--- config.mk ---
export PLATFORM = sky130hd
export DESIGN_NAME = tbo_prep
export DESIGN_NICKNAME = d
export VERILOG_FILES = /design/src/hdl/tbo_pkg.sv /design/src/hdl/tbo_prep.sv
export SDC_FILE = /design/constraint.sdc
export NUM_CORES = 2
export LEC_CHECK = 0
export BUFFER_PORTS_ARGS = -buffer_cell sky130_fd_sc_hd__buf_2
export CORE_AREA = 2 2 313 315
export DETAILED_ROUTE_END_ITERATION = 8
export DIE_AREA = 0 0 315 317
export PLACE_DENSITY_LB_ADDON = 0.05
export SETUP_SLACK_MARGIN = 0.05
export SLEW_MARGIN = 20
export SYNTH_ARGS = -nofsm -noshare
export SYNTH_HDL_FRONTEND = slang
export SYNTH_SLANG_ARGS = --single-unit
--- constraint.sdc ---
create_clock -name clk -period 7.3 [get_ports clk]
set_input_delay 0.365 -clock clk [delete_from_list [all_inputs] [get_ports clk]]
set_output_delay 0.365 -clock clk [all_outputs]
set_load 0.02 [all_outputs]
--- src/hdl/tbo_pkg.sv ---
`default_nettype none
package tbo_pkg;
  localparam int CW = 20;           // coordinate bits
  localparam int FieldW = 3 * CW;   // packed vertex / corner
  localparam int EW = CW + 1;       // coordinate differences
  localparam int PW = 2 * EW;       // product of two differences
  localparam int NW = PW + 1;       // normal component
  localparam int QW = NW + EW;      // normal times corner offset
  localparam int SW = QW + 2;       // sum of three such
  localparam int VW = PW + 4;       // edge function value

  localparam logic [2:0] RejNone   = 3'd0;
  localparam logic [2:0] RejBounds = 3'd1;
  localparam logic [2:0] RejPlane  = 3'd2;
  localparam logic [2:0] RejXy     = 3'd3;
  localparam logic [2:0] RejYz     = 3'd4;
  localparam logic [2:0] RejZx     = 3'd5;

  // projection j uses axes (f, s) and takes its sign from normal axis n
  localparam int ProjF [3] = '{0, 1, 2};
  localparam int ProjS [3] = '{1, 2, 0};
  localparam int ProjN [3] = '{2, 0, 1};

  typedef logic signed [CW-1:0] coord_t;
  typedef logic signed [EW-1:0] diff_t;
  typedef logic signed [PW-1:0] prod_t;
  typedef logic signed [NW-1:0] norm_t;
  typedef logic signed [QW-1:0] qprod_t;
  typedef logic signed [SW-1:0] psum_t;
  typedef logic signed [VW-1:0] eval_t;

  typedef struct packed {
    logic [FieldW-1:0] vertex_a;
    logic [FieldW-1:0] vertex_b;
    logic [FieldW-1:0] vertex_c;
    logic [FieldW-1:0] box_min;
    logic [FieldW-1:0] box_max;
  } req_t;

  typedef struct packed {
    logic       overlaps;
    logic [2:0] reject_stage;
  } res_t;

  // after unpack: edges, offsets from the box lower corner, extents
  typedef struct packed {
    logic                  bfail;
    diff_t [2:0][2:0]      ed;    // [edge][axis]
    diff_t [2:0][2:0]      lp;    // lo - vertex, [vertex][axis]
    diff_t [2:0]           hp0;   // hi - vertex a
    diff_t [2:0]           diag;
  } s1_t;

  // edge function partial products, [projection][edge]
  typedef struct packed {
    prod_t [2:0][2:0] pa;
    prod_t [2:0][2:0] pb;
    prod_t [2:0][2:0] pc;
    prod_t [2:0][2:0] pd;
  } eprod_t;

  typedef struct packed {
    logic        bfail;
    prod_t [5:0] np;
    eprod_t      ep;
    diff_t [2:0] lp0;
    diff_t [2:0] hp0;
  } s2_t;

  typedef struct packed {
    logic        bfail;
    norm_t [2:0] n;
    eprod_t      ep;
    diff_t [2:0] lp0;
    diff_t [2:0] hp0;
  } s3_t;
endpackage
`default_nettype wire

--- src/hdl/tbo_prep.sv ---
`default_nettype none
module tbo_prep (
  input  logic         clk,
  input  logic         rst,
  input  logic         en,
  input  logic         in_valid,
  input  tbo_pkg::req_t req,
  output logic         s1_valid,
  output tbo_pkg::s1_t s1
);
  import tbo_pkg::*;

  logic [2:0][FieldW-1:0] vert;
  coord_t [2:0][2:0] v;
  coord_t [2:0] lo, hi;
  s1_t s1_next;

  assign vert = {req.vertex_c, req.vertex_b, req.vertex_a};

  always_comb begin
    coord_t tmin, tmax;
    s1_next = '0;
    for (int a = 0; a < 3; a++) begin
      for (int k = 0; k < 3; k++) v[k][a] = coord_t'(vert[k][a*CW +: CW]);
      lo[a] = coord_t'(req.box_min[a*CW +: CW]);
      hi[a] = coord_t'(req.box_max[a*CW +: CW]);
    end
    for (int a = 0; a < 3; a++) begin
      tmin = v[0][a];
      tmax = v[0][a];
      for (int k = 1; k < 3; k++) begin
        if (v[k][a] < tmin) tmin = v[k][a];
        if (v[k][a] > tmax) tmax = v[k][a];
      end
      if (tmin > hi[a] || tmax < lo[a]) s1_next.bfail = 1'b1;
      s1_next.hp0[a]  = EW'(hi[a]) - EW'(v[0][a]);
      s1_next.diag[a] = EW'(hi[a]) - EW'(lo[a]);
      for (int i = 0; i < 3; i++) begin
        s1_next.ed[i][a] = EW'(v[(i + 1) % 3][a]) - EW'(v[i][a]);
        s1_next.lp[i][a] = EW'(lo[a]) - EW'(v[i][a]);
      end
    end
  end

  always_ff @(posedge clk) begin
    if (rst) begin
      s1_valid <= 1'b0;
    end else if (en) begin
      s1_valid <= in_valid;
    end
  end

  always_ff @(posedge clk) begin
    if (en) begin
      s1 <= s1_next;
    end
  end
endmodule
`default_nettype wire

# == After elaboration in Yosys (flattened, before gate mapping) ==
# Index checks and enable logic that the tools add are counted.
# word_totals
regBits,506
latchBits,0
ramBits,0
romBits,0
output_inout_bits,506
mem_count,0
# classes
addsub,24
mul,0
div,0
magnitude_cmp,18
eq_ne,0
shift,0
mux,13
n_bitwise,0
n_reduce_logical,4
# op_table
operator,n
20-bit by 20-bit subtractor with 21-bit output,24
20-bit two-way mux,12
20-bit greater-than comparator,9
20-bit less-than comparator,9
1-bit logical OR,3
2-bit OR reduction,1
1-bit two-way mux,1

# == Depth between registers and ports, before layout ==
# depth
word_depth,7
ltp_mapped,33
ltp_nobuf,29

# == Worst setup path after synthesis ==
# No wires, ideal clock.
# synth_path
kind,input port to flip-flop
from,input port req[281] in the netlist's numbering
to,"register s1[504] in the netlist's numbering, data pin"
setup_ns,0.266
arrival_ns,6.397
t_required_ns,7.034
slack_ns,0.637
path_stages,31
path_buffers,5
path_cell_list,inv_1 -> ha_1 -> nor2b_4 -> o31a_1 -> o211a_1 -> o311a_1 -> or2_1 -> buf_6 -> nand2_1 -> buf_4 -> buf_2 -> a21oi_1 -> ha_1 -> a2111o_1 -> a221oi_1 -> nor3_1 -> a211oi_1 -> mux2i_1 -> buf_1 -> buf_2 -> mux2i_1 -> ha_1 -> a21o_1 -> a21oi_1 -> nor2b_1 -> o21ai_0 -> nand2b_1 -> a211o_1 -> a211oi_2 -> nor3_1 -> nand4b_1
# synth_between
elab_chain_cells,7
# synth_rtl
item,line_no,rtl
"start, declared",tbo_prep.sv:7,"input tbo_pkg::req_t req,"
20-bit less-than comparator or 20-bit greater-than comparator (tied branches),"tbo_prep.sv:32, tbo_prep.sv:33",
"20-bit two-way mux, on equally long branches","tbo_prep.sv:32, tbo_prep.sv:33",
20-bit less-than comparator or 20-bit greater-than comparator (tied branches),"tbo_prep.sv:32, tbo_prep.sv:33",
"20-bit two-way mux, on equally long branches","tbo_prep.sv:32, tbo_prep.sv:33",
20-bit greater-than comparator or 20-bit less-than comparator (tied branches),tbo_prep.sv:35,if (tmin > hi[a] || tmax < lo[a]) s1_next.bfail = 1'b1;
1-bit logical OR (*),tbo_prep.sv:35,
2-bit OR reduction (no line) (*),n/a,
"end signal, assigned",tbo_prep.sv:55,s1 <= s1_next;
"end, declared",tbo_prep.sv:9,output tbo_pkg::s1_t s1
# Every way passes the cells marked *; elsewhere a longest branch is shown, timed or not.
# A chain may end at the register's enable or synchronous reset.

# == Worst setup path in the final report ==
# layout_path
from,input port req[242] in the netlist's numbering
to,"register s1[504] in the netlist's numbering, data pin"
# layout_between
elab_chain_cells,7
# layout_rtl
item,line_no
20-bit less-than comparator or 20-bit greater-than comparator (tied branches),"tbo_prep.sv:32, tbo_prep.sv:33"
"20-bit two-way mux, on equally long branches","tbo_prep.sv:32, tbo_prep.sv:33"
20-bit less-than comparator or 20-bit greater-than comparator (tied branches),"tbo_prep.sv:32, tbo_prep.sv:33"
"20-bit two-way mux, on equally long branches","tbo_prep.sv:32, tbo_prep.sv:33"
20-bit greater-than comparator or 20-bit less-than comparator (tied branches),tbo_prep.sv:35
1-bit logical OR (*),tbo_prep.sv:35
1-bit two-way mux (*),tbo_prep.sv:35
# Marked as above.

==> flow_summary.rst <==
.. list-table::
   :header-rows: 1

   * - Metric
     - Value
   * - # IOs
     - 810
   * - TritonCTS clock tree
     - built
   * - Share of the core filled with cells in the final layout
     - between 50 and 60%
   * - First-pass GRT wire length
     - 247 mm
   * - Post-DR vias/cell
     - just under 6
   * - Sequential group share of total power
     - 32.7%
   * - Reported leakage power
     - around 26 nW
   * - Peak supply drop
     - 0.250 mV
   * - Area of the core
     - 96300 µm²
   * - CTS Sinks
     - 506
   * - Number of nets in the final layout
     - 6928
   * - Leading cell type in the layout, fill and taps excluded
     - sky130_fd_sc_hd__buf_2
   * - Die extent in x
     - around 320 µm
   * - Number of levels the H-tree was split into
     - 2
   * - Share of synthesized flip-flops with an asynchronous set or reset
     - 0%
   * - Origin of the worst min-delay path
     - req[100]
   * - Number of clock buffers inserted by TritonCTS
     - 60
   * - Post-synthesis cell area
     - 45700 µm²
   * - Antenna viol nets, final
     - 0
   * - Sum of routed wire length over all layers
     - 173 mm
   * - Top cell type by total area after synthesis
     - sky130_fd_sc_hd__edfxtp_1
   * - Time the final worst path needs with I/O delays and setup
     - 6.80 ns
   * - Worst Setup Path Type
     - in2reg
   * - Clock-pin slew reported for the worst setup and hold paths after clock tree synthesis
     - 0.06 ns
   * - Final number of hold-violating endpoints
     - 0
   * - Effective utilization at floorplan
     - between 40 and 50%
   * - Yosys warning count
     - 0
   * - Normalized max-slew margin
     - 31.7%
   * - Hold WC Path Type
     - in2reg
   * - Number of flops mapped to enable cells by yosys
     - 505
   * - Portion of the clock cycle consumed by the worst path in the final layout
     - 93.2%
   * - Synth area leaders
     - sky130_fd_sc_hd__edfxtp_1 33%, sky130_fd_sc_hd__ha_1 20%, sky130_fd_sc_hd__xnor2_1 5.1%, sky130_fd_sc_hd__a21oi_1 4.7%, sky130_fd_sc_hd__nor2_1 4.3%
   * - CP most frequent cell
     - sky130_fd_sc_hd__ha_1
   * - CP Launch Point
     - req[242]
   * - Fraction of power spent switching nets
     - 38.4%
   * - Number of distinct library cell variants in the gate-level netlist after synthesis
     - 78
   * - Syn_area_per_cell
     - roughly 9.3 µm²
   * - Post-route DRC violation count
     - 0
   * - Vias in the first global route
     - 39000
   * - Fraction of post-synthesis cell area in the top cell type by area
     - between 30% and 40%
   * - Detailed-placement wirelength estimate
     - 147 mm
   * - Total via count in the routed design
     - roughly 42000
   * - Routed WL per cell
     - 23.9 µm
   * - Worst hold margin
     - 0.137 ns
   * - Worst reg2reg path startpoint
     - s1_valid
   * - Cell with the largest stage delay on the worst path
     - sky130_fd_sc_hd__a21oi_1
   * - Achievable Freq
     - 147 MHz
   * - Share of power burned in the clock network
     - a little over a quarter
   * - Chip height
     - 317 µm
   * - P per Cell Area
     - 228 nW/µm²
   * - Power dissipated by switching net loads
     - 4.76 mW
   * - Flip-flop and latch count after synthesis
     - slightly above 500
   * - Final weighted congestion in routability-driven placement
     - 0.995
   * - Arrival time at the worst endpoint
     - 7.21 ns
   * - Share of final-layout standard cells stronger than drive strength 1
     - 18.4%
   * - Slew @ Worst Pin
     - between 1 and 1.5 ns
   * - Largest buffer count on any clock path
     - 3
   * - Number of instances in the synthesized netlist
     - just under 5000
   * - Insertion delay of the later-clocked pin in the worst-skew pair
     - 0.67 ns
   * - 1st-pass router iterations
     - 6
   * - Required time worst endpoint
     - 7.70 ns
   * - Worst setup skew after layout
     - 0 ns
   * - Status
     - completed
   * - CTS Root Buffer Type
     - sky130_fd_sc_hd__clkbuf_16
   * - Area added between synthesis and finish
     - 19.2%
   * - Crit Path Max Fanout
     - 30
   * - Global-route usage over all layers
     - 33.4%
   * - Power Internal
     - roughly 7.7 mW
   * - Worst Setup End Kind
     - flip-flop
   * - Final-report setup violation count
     - 0
   * - Placement row count
     - 114
   * - Initial antenna violation count
     - 42
   * - Number of nets produced by synthesis
     - approximately 6000
   * - Max-slew violation count
     - 0
   * - Dominant register cell in the synthesized netlist
     - sky130_fd_sc_hd__edfxtp_1
   * - RSZ-0062 raised after global routing
     - no
   * - Fill count
     - 8948
   * - Combinational share of power
     - 41.0%
   * - Total die area
     - 99900 µm²
   * - Commonest cells after routing, fill and taps aside
     - 808 x sky130_fd_sc_hd__buf_2, 714 x sky130_fd_sc_hd__ha_1, 526 x sky130_fd_sc_hd__nor2_1
   * - Share of synthesized area occupied by flip-flops and latches
     - 33.3%
   * - Count of max-cap constraint violations
     - 0
   * - Worst stage delay on the critical path
     - 0.42 ns
   * - Remaining Overflow, GRT
     - 0
   * - Starting DRC count in detailed routing
     - 3759
   * - Port Buf Inserts
     - 809
   * - Sum of negative setup slack
     - 0 ns
   * - Startpoint Class
     - input pin
   * - Pin count of the biggest net entering global routing
     - 136
[cell usage after synthesis, types with 9 or more instances]
| master | n |
|---|---|
| sky130_fd_sc_hd__ha_1 | 714 |
| sky130_fd_sc_hd__nor2_1 | 526 |
| sky130_fd_sc_hd__edfxtp_1 | 505 |
| sky130_fd_sc_hd__inv_1 | 459 |
| sky130_fd_sc_hd__a21oi_1 | 431 |
| sky130_fd_sc_hd__o21ai_0 | 267 |
| sky130_fd_sc_hd__xnor2_1 | 264 |
| sky130_fd_sc_hd__nand2_1 | 232 |
| sky130_fd_sc_hd__nor3_1 | 128 |
| sky130_fd_sc_hd__nand3_1 | 125 |
| sky130_fd_sc_hd__nand2b_1 | 111 |
| sky130_fd_sc_hd__mux2i_1 | 104 |
| sky130_fd_sc_hd__a21o_1 | 80 |
| sky130_fd_sc_hd__xor2_1 | 76 |
| sky130_fd_sc_hd__o21a_1 | 66 |
| sky130_fd_sc_hd__or3_1 | 64 |
| sky130_fd_sc_hd__a21boi_0 | 62 |
| sky130_fd_sc_hd__and3_1 | 51 |
| sky130_fd_sc_hd__nor2b_1 | 49 |
| sky130_fd_sc_hd__nand4_1 | 40 |
| sky130_fd_sc_hd__and2_1 | 35 |
| sky130_fd_sc_hd__o31ai_1 | 35 |
| sky130_fd_sc_hd__a211oi_1 | 34 |
| sky130_fd_sc_hd__nor4_1 | 32 |
| sky130_fd_sc_hd__o211ai_1 | 31 |
| sky130_fd_sc_hd__a31oi_1 | 30 |
| sky130_fd_sc_hd__or2_2 | 27 |
| sky130_fd_sc_hd__a211o_1 | 24 |
| sky130_fd_sc_hd__fa_1 | 24 |
| sky130_fd_sc_hd__or4_1 | 23 |
| sky130_fd_sc_hd__a41oi_1 | 20 |
| sky130_fd_sc_hd__buf_2 | 20 |
| sky130_fd_sc_hd__clkbuf_1 | 16 |
| sky130_fd_sc_hd__o22ai_1 | 16 |
| sky130_fd_sc_hd__o2111ai_1 | 15 |
| sky130_fd_sc_hd__o211a_1 | 14 |
| sky130_fd_sc_hd__o311ai_0 | 14 |
| sky130_fd_sc_hd__a41o_1 | 13 |
| sky130_fd_sc_hd__o21bai_1 | 13 |
| sky130_fd_sc_hd__nor4b_1 | 12 |
| sky130_fd_sc_hd__a2111oi_1 | 11 |
| sky130_fd_sc_hd__a31o_2 | 10 |
| sky130_fd_sc_hd__nor3b_1 | 9 |
| sky130_fd_sc_hd__o311a_1 | 9 |
| sky130_fd_sc_hd__o41a_1 | 9 |
[routing by layer]
| layer | GRT usage (%) | vias to the layer above | share of wire, % |
|---|---|---|---|
| met5 | 0 | - | 0.11 |
| met4 | 12.1 | 28 | 3.9 |
| met3 | 7.05 | 300 | 8.3 |
| met2 | 56.7 | 1641 | 47 |
| met1 | 41.8 | 19600 | 40 |
| li1 | - | 20200 | - |
[flip-flops by register name, summed over array words and instances, names as in the netlist]
signal    cells
s1_valid      1
s1          505
[area by class of cell]
class	instances	area, µm²	share of cell area, %
multi-input cells	3916	28600	52.6
flip-flops and latches	506	15200	27.9
repair buffers	943	5160	9.48
inverters	459	1720	3.17
well taps	1276	1600	2.93
clock buffers	70	1580	2.91
clock inverters	44	518	0.952
diodes	20	50.0	0.0920
[through the flow]
stage | area [µm²] | std cells | worst slack, ns | total power [mW]
2_1_floorplan | 45700 | 4925 | 0.637 | 7.20
3_3_place_gp | 52200 | 7096 | -0.711 | 9.09
3_5_place_dp | 52200 | 7096 | -0.697 | 9.10
4_1_cts | 54300 | 7212 | 0.195 | 12.4
5_1_grt | 54400 | 7225 | 0.0796 | 13.0
6_report | 54400 | 7234 | 0.497 | 12.4
[critical path, delay by kind of cell]
family,cells,cell delay (ns)
and+or+nand+nor,5,0.82
muxes,3,0.94
AOI/OAI and AO/OA,14,3.32
adders and majority gates,3,0.87
buffers and inverters,5,0.87
[cell families after synthesis]
family                   after synthesis  share of synthesized area [%]
AO/OA/AOI/OAI                       1256                           17.4
AND/OR/NAND/NOR                     1476                           15.6
flip-flops                           506                           33.3
XOR/XNOR                             340                           6.52
adder cells (fa/ha/maj)              738                           20.6
multiplexers                         106                           2.33
buffers and inverters                503                           4.25
[power by group through the flow]
| stage | Clock, mW | Sequential [mW] | Combinational [mW] |
|---|---|---|---|
| 6_report | 3.27 | 4.06 | 5.09 |
| 5_1_grt | 3.42 | 4.08 | 5.54 |
| 4_1_cts | 3.33 | 4.06 | 5.03 |
| 3_5_place_dp | 0 | 4.11 | 4.99 |
| 3_3_place_gp | 0 | 4.12 | 4.97 |
| 2_1_floorplan | 0 | 4.58 | 2.62 |
[final timing paths]
| path | endpoint | depth (start not counted) | slack, ns |
|---|---|---|---|
| max | s1[504] | 30 | 0.50 |
| min reg2reg | s1_valid | 3 | 1.06 |
| min | s1[42] | 3 | 0.14 |
| max reg2reg | s1_valid | 3 | 6.12 |
[repair_timing]
item                                   in CTS  in global routing
resized for setup                           1                  3
pin swaps                                   0                  1
hold buffers                                2                  0
endpoints found under the hold margin       1                  0
buffers inserted                            0                  2
setup endpoints to repair                   1                  1
Power figures use the tool's default switching activity.
